### config.mk
export PLATFORM = sky130hd
export DESIGN_NAME = local_path_validator_unit
export DESIGN_NICKNAME = d
export VERILOG_FILES = /design/src/rtl/lpv_pkg.sv /design/src/rtl/lpv_step.sv /design/src/rtl/local_path_validator_unit.sv
export SDC_FILE = /design/constraint.sdc
export NUM_CORES = 1
export LEC_CHECK = 0
export ABC_AREA = 1
export BUFFER_PORTS_ARGS = -buffer_cell sky130_fd_sc_hd__buf_2
export CAP_MARGIN = 30
export CORE_MARGIN = 2
export CORE_UTILIZATION = 61
export DETAILED_ROUTE_END_ITERATION = 10
export HOLD_SLACK_MARGIN = 0.12
export PLACE_DENSITY = 0.94
export SYNTH_ARGS = -nofsm -noshare
export SYNTH_HDL_FRONTEND = slang
export SYNTH_SLANG_ARGS = --single-unit
### constraint.sdc
create_clock -name clk_i -period 6.8 [get_ports clk_i]
set_input_delay 1.36 -clock clk_i [delete_from_list [all_inputs] [get_ports clk_i]]
set_output_delay 1.36 -clock clk_i [all_outputs]
set_load 0.02 [all_outputs]
### src/rtl/lpv_pkg.sv
// shared types, phase codes and character constants of the local path validator
package lpv_pkg;

  localparam int unsigned UnitW    = 16;
  localparam int unsigned CountW   = 16;
  localparam int unsigned MaxLenW  = 15;
  localparam int unsigned PhaseW   = 4;
  localparam int unsigned ElemLenW = 2;
  localparam int unsigned OutDataW = 8;

  localparam logic [MaxLenW-1:0] MaxLenReset = MaxLenW'(260);
  localparam logic [CountW-1:0]  CountSat    = {CountW{1'b1}};
  localparam logic [CountW-1:0]  MinCount    = CountW'(3);

  // phase codes
  localparam logic [PhaseW-1:0] PhStart = 4'd0;
  localparam logic [PhaseW-1:0] PhPfx1  = 4'd1;
  localparam logic [PhaseW-1:0] PhPfx2  = 4'd2;
  localparam logic [PhaseW-1:0] PhPfx3  = 4'd3;
  localparam logic [PhaseW-1:0] PhDrive = 4'd4;
  localparam logic [PhaseW-1:0] PhColon = 4'd5;
  localparam logic [PhaseW-1:0] PhSep   = 4'd6;
  localparam logic [PhaseW-1:0] PhBody  = 4'd7;
  localparam logic [PhaseW-1:0] PhDone  = 4'd8;

  // code units
  localparam logic [UnitW-1:0] ChNul      = 16'h0000;
  localparam logic [UnitW-1:0] ChSpace    = 16'h0020;
  localparam logic [UnitW-1:0] ChQuote    = 16'h0022;
  localparam logic [UnitW-1:0] ChStar     = 16'h002A;
  localparam logic [UnitW-1:0] ChDot      = 16'h002E;
  localparam logic [UnitW-1:0] ChSlash    = 16'h002F;
  localparam logic [UnitW-1:0] ChColon    = 16'h003A;
  localparam logic [UnitW-1:0] ChLess     = 16'h003C;
  localparam logic [UnitW-1:0] ChGreater  = 16'h003E;
  localparam logic [UnitW-1:0] ChQuestion = 16'h003F;
  localparam logic [UnitW-1:0] ChBslash   = 16'h005C;
  localparam logic [UnitW-1:0] ChPipe     = 16'h007C;
  localparam logic [UnitW-1:0] ChCtrlEnd  = 16'h0020;

  typedef struct packed {
    logic [PhaseW-1:0]   phase;
    logic [CountW-1:0]   unit_count;
    logic                failed;
    logic [ElemLenW-1:0] elem_len;
    logic                all_dots;
    logic                pending;
  } path_state_t;

  localparam path_state_t PathStateReset = '{
    phase:      PhStart,
    unit_count: '0,
    failed:     1'b0,
    elem_len:   '0,
    all_dots:   1'b1,
    pending:    1'b0
  };

endpackage

### src/rtl/lpv_step.sv
// next-state and verdict logic for one code unit of the path
module lpv_step import lpv_pkg::*; (
  input  path_state_t        state_i,
  input  logic [UnitW-1:0]   unit_i,
  input  logic [MaxLenW-1:0] max_len_i,
  output path_state_t        state_o,
  output logic               ok_o
);

  logic                is_letter;
  logic                is_sep;
  logic                is_special;
  logic [ElemLenW-1:0] len_inc;
  logic                dots_upd;
  path_state_t         nx;

  always_comb begin
    is_letter  = (unit_i inside {[16'h0041:16'h005A], [16'h0061:16'h007A]});
    is_sep     = (unit_i == ChBslash) || (unit_i == ChSlash);
    is_special = (unit_i inside {ChColon, ChStar, ChQuestion, ChGreater, ChLess,
                                 ChQuote, ChPipe});
    len_inc    = (state_i.elem_len == '1) ? state_i.elem_len
                                          : state_i.elem_len + ElemLenW'(1);
    dots_upd   = state_i.all_dots && (unit_i == ChDot);

    nx = state_i;
    nx.unit_count = (state_i.unit_count == CountSat) ? CountSat
                                                      : state_i.unit_count + CountW'(1);
    if (!state_i.failed) begin
      case (state_i.phase)
        PhStart: begin
          if (unit_i == ChBslash) nx.phase = PhPfx1;
          else if (is_letter) nx.phase = PhColon;
          else nx.failed = 1'b1;
        end
        PhPfx1: begin
          if (unit_i == ChBslash) nx.phase = PhPfx2;
          else nx.failed = 1'b1;
        end
        PhPfx2: begin
          if (unit_i == ChQuestion || unit_i == ChDot) nx.phase = PhPfx3;
          else nx.failed = 1'b1;
        end
        PhPfx3: begin
          // prefix complete, length counts from here
          if (unit_i == ChBslash) begin
            nx.phase      = PhDrive;
            nx.unit_count = '0;
          end else begin
            nx.failed = 1'b1;
          end
        end
        PhDrive: begin
          if (is_letter) nx.phase = PhColon;
          else nx.failed = 1'b1;
        end
        PhColon: begin
          if (unit_i == ChColon) nx.phase = PhSep;
          else nx.failed = 1'b1;
        end
        PhSep: begin
          if (is_sep) begin
            nx.phase    = PhBody;
            nx.elem_len = '0;
            nx.all_dots = 1'b1;
          end else begin
            nx.failed = 1'b1;
          end
        end
        PhBody: begin
          // element ending in space or dot, other than . or .., fails at the separator or nul
          if (state_i.pending && (unit_i == ChNul || is_sep)) nx.failed = 1'b1;
          nx.pending = 1'b0;
          if (unit_i == ChNul) begin
            nx.phase = PhDone;
          end else if (unit_i < ChCtrlEnd || is_special) begin
            nx.failed = 1'b1;
          end else if (is_sep) begin
            nx.elem_len = '0;
            nx.all_dots = 1'b1;
          end else begin
            nx.elem_len = len_inc;
            if (unit_i == ChDot || unit_i == ChSpace) begin
              nx.all_dots = dots_upd;
              if (!((len_inc <= ElemLenW'(2)) && dots_upd)) nx.pending = 1'b1;
            end else begin
              nx.all_dots = 1'b0;
            end
          end
        end
        default: begin
        end
      endcase
    end
    state_o = nx;
    ok_o = !nx.failed && !nx.pending &&
           (nx.phase == PhBody || nx.phase == PhDone) &&
           (nx.unit_count >= MinCount) && (nx.unit_count != CountSat) &&
           (nx.unit_count <= {1'b0, max_len_i});
  end

endmodule

### src/rtl/local_path_validator_unit.sv
// top level of the local path validator: input register, path state and verdict register
// Checks one absolute local path per run of code units on the slave stream, tlast on the
// final unit, and returns a single verdict on the master stream (tdata bit 0: 1 = valid).
// One code unit is taken every clock cycle while input is not held back; the final unit sits
// in the input register while the per-unit check logic works on it, and the verdict register
// loads its result when that unit advances. Input is held back only while a verdict waits and
// another final unit is due. max_length is written through cfg_we_i/cfg_wdata_i; the user
// must write it only while no path is in flight, as the block itself does not enforce this.
module local_path_validator_unit import lpv_pkg::*; (
  input  logic                clk_i,
  input  logic                rst_ni,
  input  logic                cfg_we_i,
  input  logic [MaxLenW-1:0]  cfg_wdata_i,
  input  logic                s_axis_tvalid,
  output logic                s_axis_tready,
  input  logic [UnitW-1:0]    s_axis_tdata,   // [15:0] code_unit
  input  logic                s_axis_tlast,   // last_unit
  output logic                m_axis_tvalid,
  input  logic                m_axis_tready,
  output logic [OutDataW-1:0] m_axis_tdata    // [0] path_valid, [7:1] zero
);

  logic [MaxLenW-1:0] max_len_q;
  logic               in_vld_q;
  logic [UnitW-1:0]   in_unit_q;
  logic               in_last_q;
  path_state_t        state_q, state_d;
  logic               out_vld_q;
  logic               out_ok_q;
  logic               ok;
  logic               advance;
  logic               take;

  assign advance       = in_vld_q && (!in_last_q || !out_vld_q || m_axis_tready);
  assign s_axis_tready = !in_vld_q || advance;
  assign take          = s_axis_tvalid && s_axis_tready;

  lpv_step u_step (
    .state_i   (state_q),
    .unit_i    (in_unit_q),
    .max_len_i (max_len_q),
    .state_o   (state_d),
    .ok_o      (ok)
  );

  always_ff @(posedge clk_i or negedge rst_ni) begin
    if (!rst_ni) begin
      max_len_q <= MaxLenReset;
    end else if (cfg_we_i) begin
      max_len_q <= cfg_wdata_i;
    end
  end

  always_ff @(posedge clk_i or negedge rst_ni) begin
    if (!rst_ni) begin
      in_vld_q <= 1'b0;
    end else if (take) begin
      in_vld_q <= 1'b1;
    end else if (advance) begin
      in_vld_q <= 1'b0;
    end
  end

  always_ff @(posedge clk_i) begin
    if (take) begin
      in_unit_q <= s_axis_tdata;
      in_last_q <= s_axis_tlast;
    end
  end

  // path state returns to its start values after each verdict
  always_ff @(posedge clk_i or negedge rst_ni) begin
    if (!rst_ni) begin
      state_q <= PathStateReset;
    end else if (advance) begin
      state_q <= in_last_q ? PathStateReset : state_d;
    end
  end

  always_ff @(posedge clk_i or negedge rst_ni) begin
    if (!rst_ni) begin
      out_vld_q <= 1'b0;
    end else if (advance && in_last_q) begin
      out_vld_q <= 1'b1;
    end else if (m_axis_tready) begin
      out_vld_q <= 1'b0;
    end
  end

  always_ff @(posedge clk_i) begin
    if (advance && in_last_q) begin
      out_ok_q <= ok;
    end
  end

  assign m_axis_tvalid = out_vld_q;
  assign m_axis_tdata  = {{(OutDataW-1){1'b0}}, out_ok_q};

endmodule

==> results.cfg <==
[run_status]
outcome = finished, final reports clean

[sta]
rsz0062_at_grt = false
worst_slew_pin_slew_ns = 0.9037
maxSlewHeadroom_pct = 39.76
setup-tns-final_ns = 0
final-max-slew-violation-count = 0
fin_crit_ns = 3.347
period_share_pct = 49.22
finalHoldViolCount = 0
fmax_mhz = 298.8
whs_ns = 0.4907
setup_violations = 0
fin_skew_ns = 0.006240

[logic_synthesis]
ys_types = 41
synth_edf_count = 18
yosysMostFrequentCell = nand2_1
ys_ff_latch = 60
synth_fa_ha_area_share_pct = 4.969
avgSynthCellArea_sq_um = 7.093
synth-xor-area-share_pct = 0.8696
postSynthCellCount = 568
muxShareOfSynthArea_pct = 0.5280
yosys_warnings = 0
synth_top_cells_by_area = dfrtp_1, nand2_1, edfxtp_1
async_reset_ff_share_pct = 70.00
yosysTopAreaCellShare_pct = 24.22
synth-seq-area-share_pct = 39.60
syn_area_sq_um = 4029
synth_top_family_by_area = simple AND/OR/NAND/NOR gates
ys.flop_type = dfrtp_1
synth_compound_area_share_pct = 9.472
yosys-top-cells-count = nand2_1, inv_1, nor2_1
synthSimpleGateAreaFrac_pct = 32.58
yosys.area.top_type = dfrtp_1

[floorplanning]
core_area_sq_um = 6386
die_w_um = 85.27
row_count = 29
initial_core_util_pct = 63.09
num_io_pins = 47
die_h_um = 85.27
die_area_sq_um = 7271

[grt]
grt_usage_pct = 27.57
grt_pass1_wl_mm = 15.93
antenna_found_initial = 0
gr-total-overflow = 0
grt_max_degree = 43
grt_pass1_vias = 3523

[placed_design]
port_buffers = 39
gp_congestion = 0.9413
dpl.hpwl_mm = 6.795

[clock_tree]
cts_setup_buffers = 0
clock-sinks = 60
clock_tree.htree_level_count = 3
numCtsBuffers = 9
ctsResizeCount = 0
cts_buffer_depth = 2
clkTransAtPathRegs_ns = 0.07
hold_buffers = 0
cts_root_buffer = clkbuf_8
clkLatencyLatePin_ns = 0.35
cts_tree = yes

[worst_setup_path]
cp-start-kind = register
critical_path_required_ns = 6.90
critical_path_class = register to register
rr_worst_depth = 23
path_max_fanout = 15
cp_data_arrival_time_ns = 3.45
cp-end-kind = register

[final_layout]
fillers = 494
regArea_sq_um = 1595
syn2layout_area_growth_pct = 9.658
diodes = 0
layout.nets = 658
multi_input_area_sq_um = 1977
drive_gt1_share_pct = 14.10

[detailed_routing]
drt-total-wl_mm = 9.404
antenna_left = 0
via_per_inst = 5.633
drt-pass1-iter-count = 5
drt-wirelength-per-cell_um = 13.69
drc = 0
drtIter0Drc = 342
vias = 3870

[power]
power.density_nw_per_um2 = 220.1
p_leak_uw = 0.002360
max-vdd-ir-drop_mv = 0.1717

[hold_path]
min_path_type = register to register
holdPathStages = 2

[job]
cap_violations = 0
## layout by cell type, fill, tap and decap left out, types with 2 or more instances in the layout
cell      count
nor3_1       10
nor2_4        4
ha_1         16
edfxtp_1     18
a21oi_1       9
o21ai_0      24
nand2_2       3
nor4_1        2
clkinv_2      3
o21ai_2       2
inv_1        83
nand4_1       9
dfstp_2       3
o211ai_1      2
o21ai_1       4
o22ai_1      17
nand3_1      48
inv_2        12
nor2_1       64
clkinv_1      3
o32ai_1       3
buf_2        39
clkbuf_8     12
nand2_1     156
conb_1        7
xor2_1        4
dfrtp_1      39
## through the flow
step / instance area [sq um] / setup WS, ns / utilization [%] / power, uW / std cells
after floorplan: 4051 / 3.785 / - / 602.7 / 574
after global placement: 4232 / 3.642 / 66.26 / 648.9 / 671
after detailed placement: 4232 / 3.569 / 66.26 / 660.4 / 671
after CTS: 4418 / 3.500 / 69.18 / 964.5 / 687
after global routing: 4418 / 3.103 / 69.18 / 1018 / 687
final: 4418 / 3.453 / 69.18 / 972.5 / 687
## final cells by class
cell class | count | share of cell area [%]
timing repair buffer | 39 | 4.418
tap | 77 | 2.181
clock buffer | 12 | 3.738
inverter | 98 | 8.326
multi-input combinational | 397 | 44.75
clock inverter | 4 | 0.4814
sequential | 60 | 36.11
## flip-flops by register name (all words and copies together) (netlist names)
| name | flops |
|---|---|
| out_ok_q | 1 |
| m_axis_tvalid | 1 |
| max_len_q | 15 |
| in_last_q | 1 |
| state_q | 25 |
| in_vld_q | 1 |
| in_unit_q | 16 |
## where the power goes
part           switching [uW]  total, uW  leakage [uW]  internal, uW
Clock                     148        309      0.000102           160
Sequential               29.4        432      0.000715           403
Combinational             151        231       0.00154          80.3
Total                     329        973       0.00236           644
## worst paths after layout
path	from	to	slack (ns)
setup / recovery	in_unit_q[8]	out_ok_q	3.45
hold / removal	state_q[1]	state_q[1]	0.49
setup reg to reg	in_unit_q[8]	out_ok_q	3.45
hold reg to reg	state_q[1]	state_q[1]	0.49
max in group asynchronous	rst_ni	max_len_q[4]	5.09
min in group asynchronous	rst_ni	state_q[16]	1.13
## layer usage
| layer | up-vias | wire length [um] | global-route usage, % |
|---|---|---|---|
| met2 | 195 | 4404 | 43.89 |
| met1 | 1759 | 4077 | 38.05 |
| met4 | 0 | 227 | 10.53 |
| li1 | 1882 | - | - |
| met5 | - | 0 | 0 |
| met3 | 34 | 694 | 4.475 |
## critical path, stage by stage (launching register included)
cell and delay, ns:
edfxtp_1 0.45, nor2_1 0.11, nand2_1 0.09, nor2_4 0.30, nand2_4 0.16, nor3_4 0.27, inv_2 0.21, nand2_1 0.17
inv_1 0.07, ha_1 0.29, nand2_1 0.07, nor2_1 0.11, and2_1 0.15, nand2_1 0.05, nand3_1 0.07, nand2_1 0.06
nand2_1 0.06, nand2_1 0.05, nand2_1 0.06, nand2_1 0.06, nand3_1 0.09, nor2_1 0.05, nand2_1 0.09, a21oi_2 0.03
## cell families (layout without fill, tap and decap cells)
kind of cell,Yosys count,in the layout
compound gates,65,65
xor+xnor,4,4
fa+ha+maj,16,16
buf+inv,117,153
flops,60,60
mux,2,2
other cells,1,7
simple gates,303,303
Power figures use the tool's default switching activity.
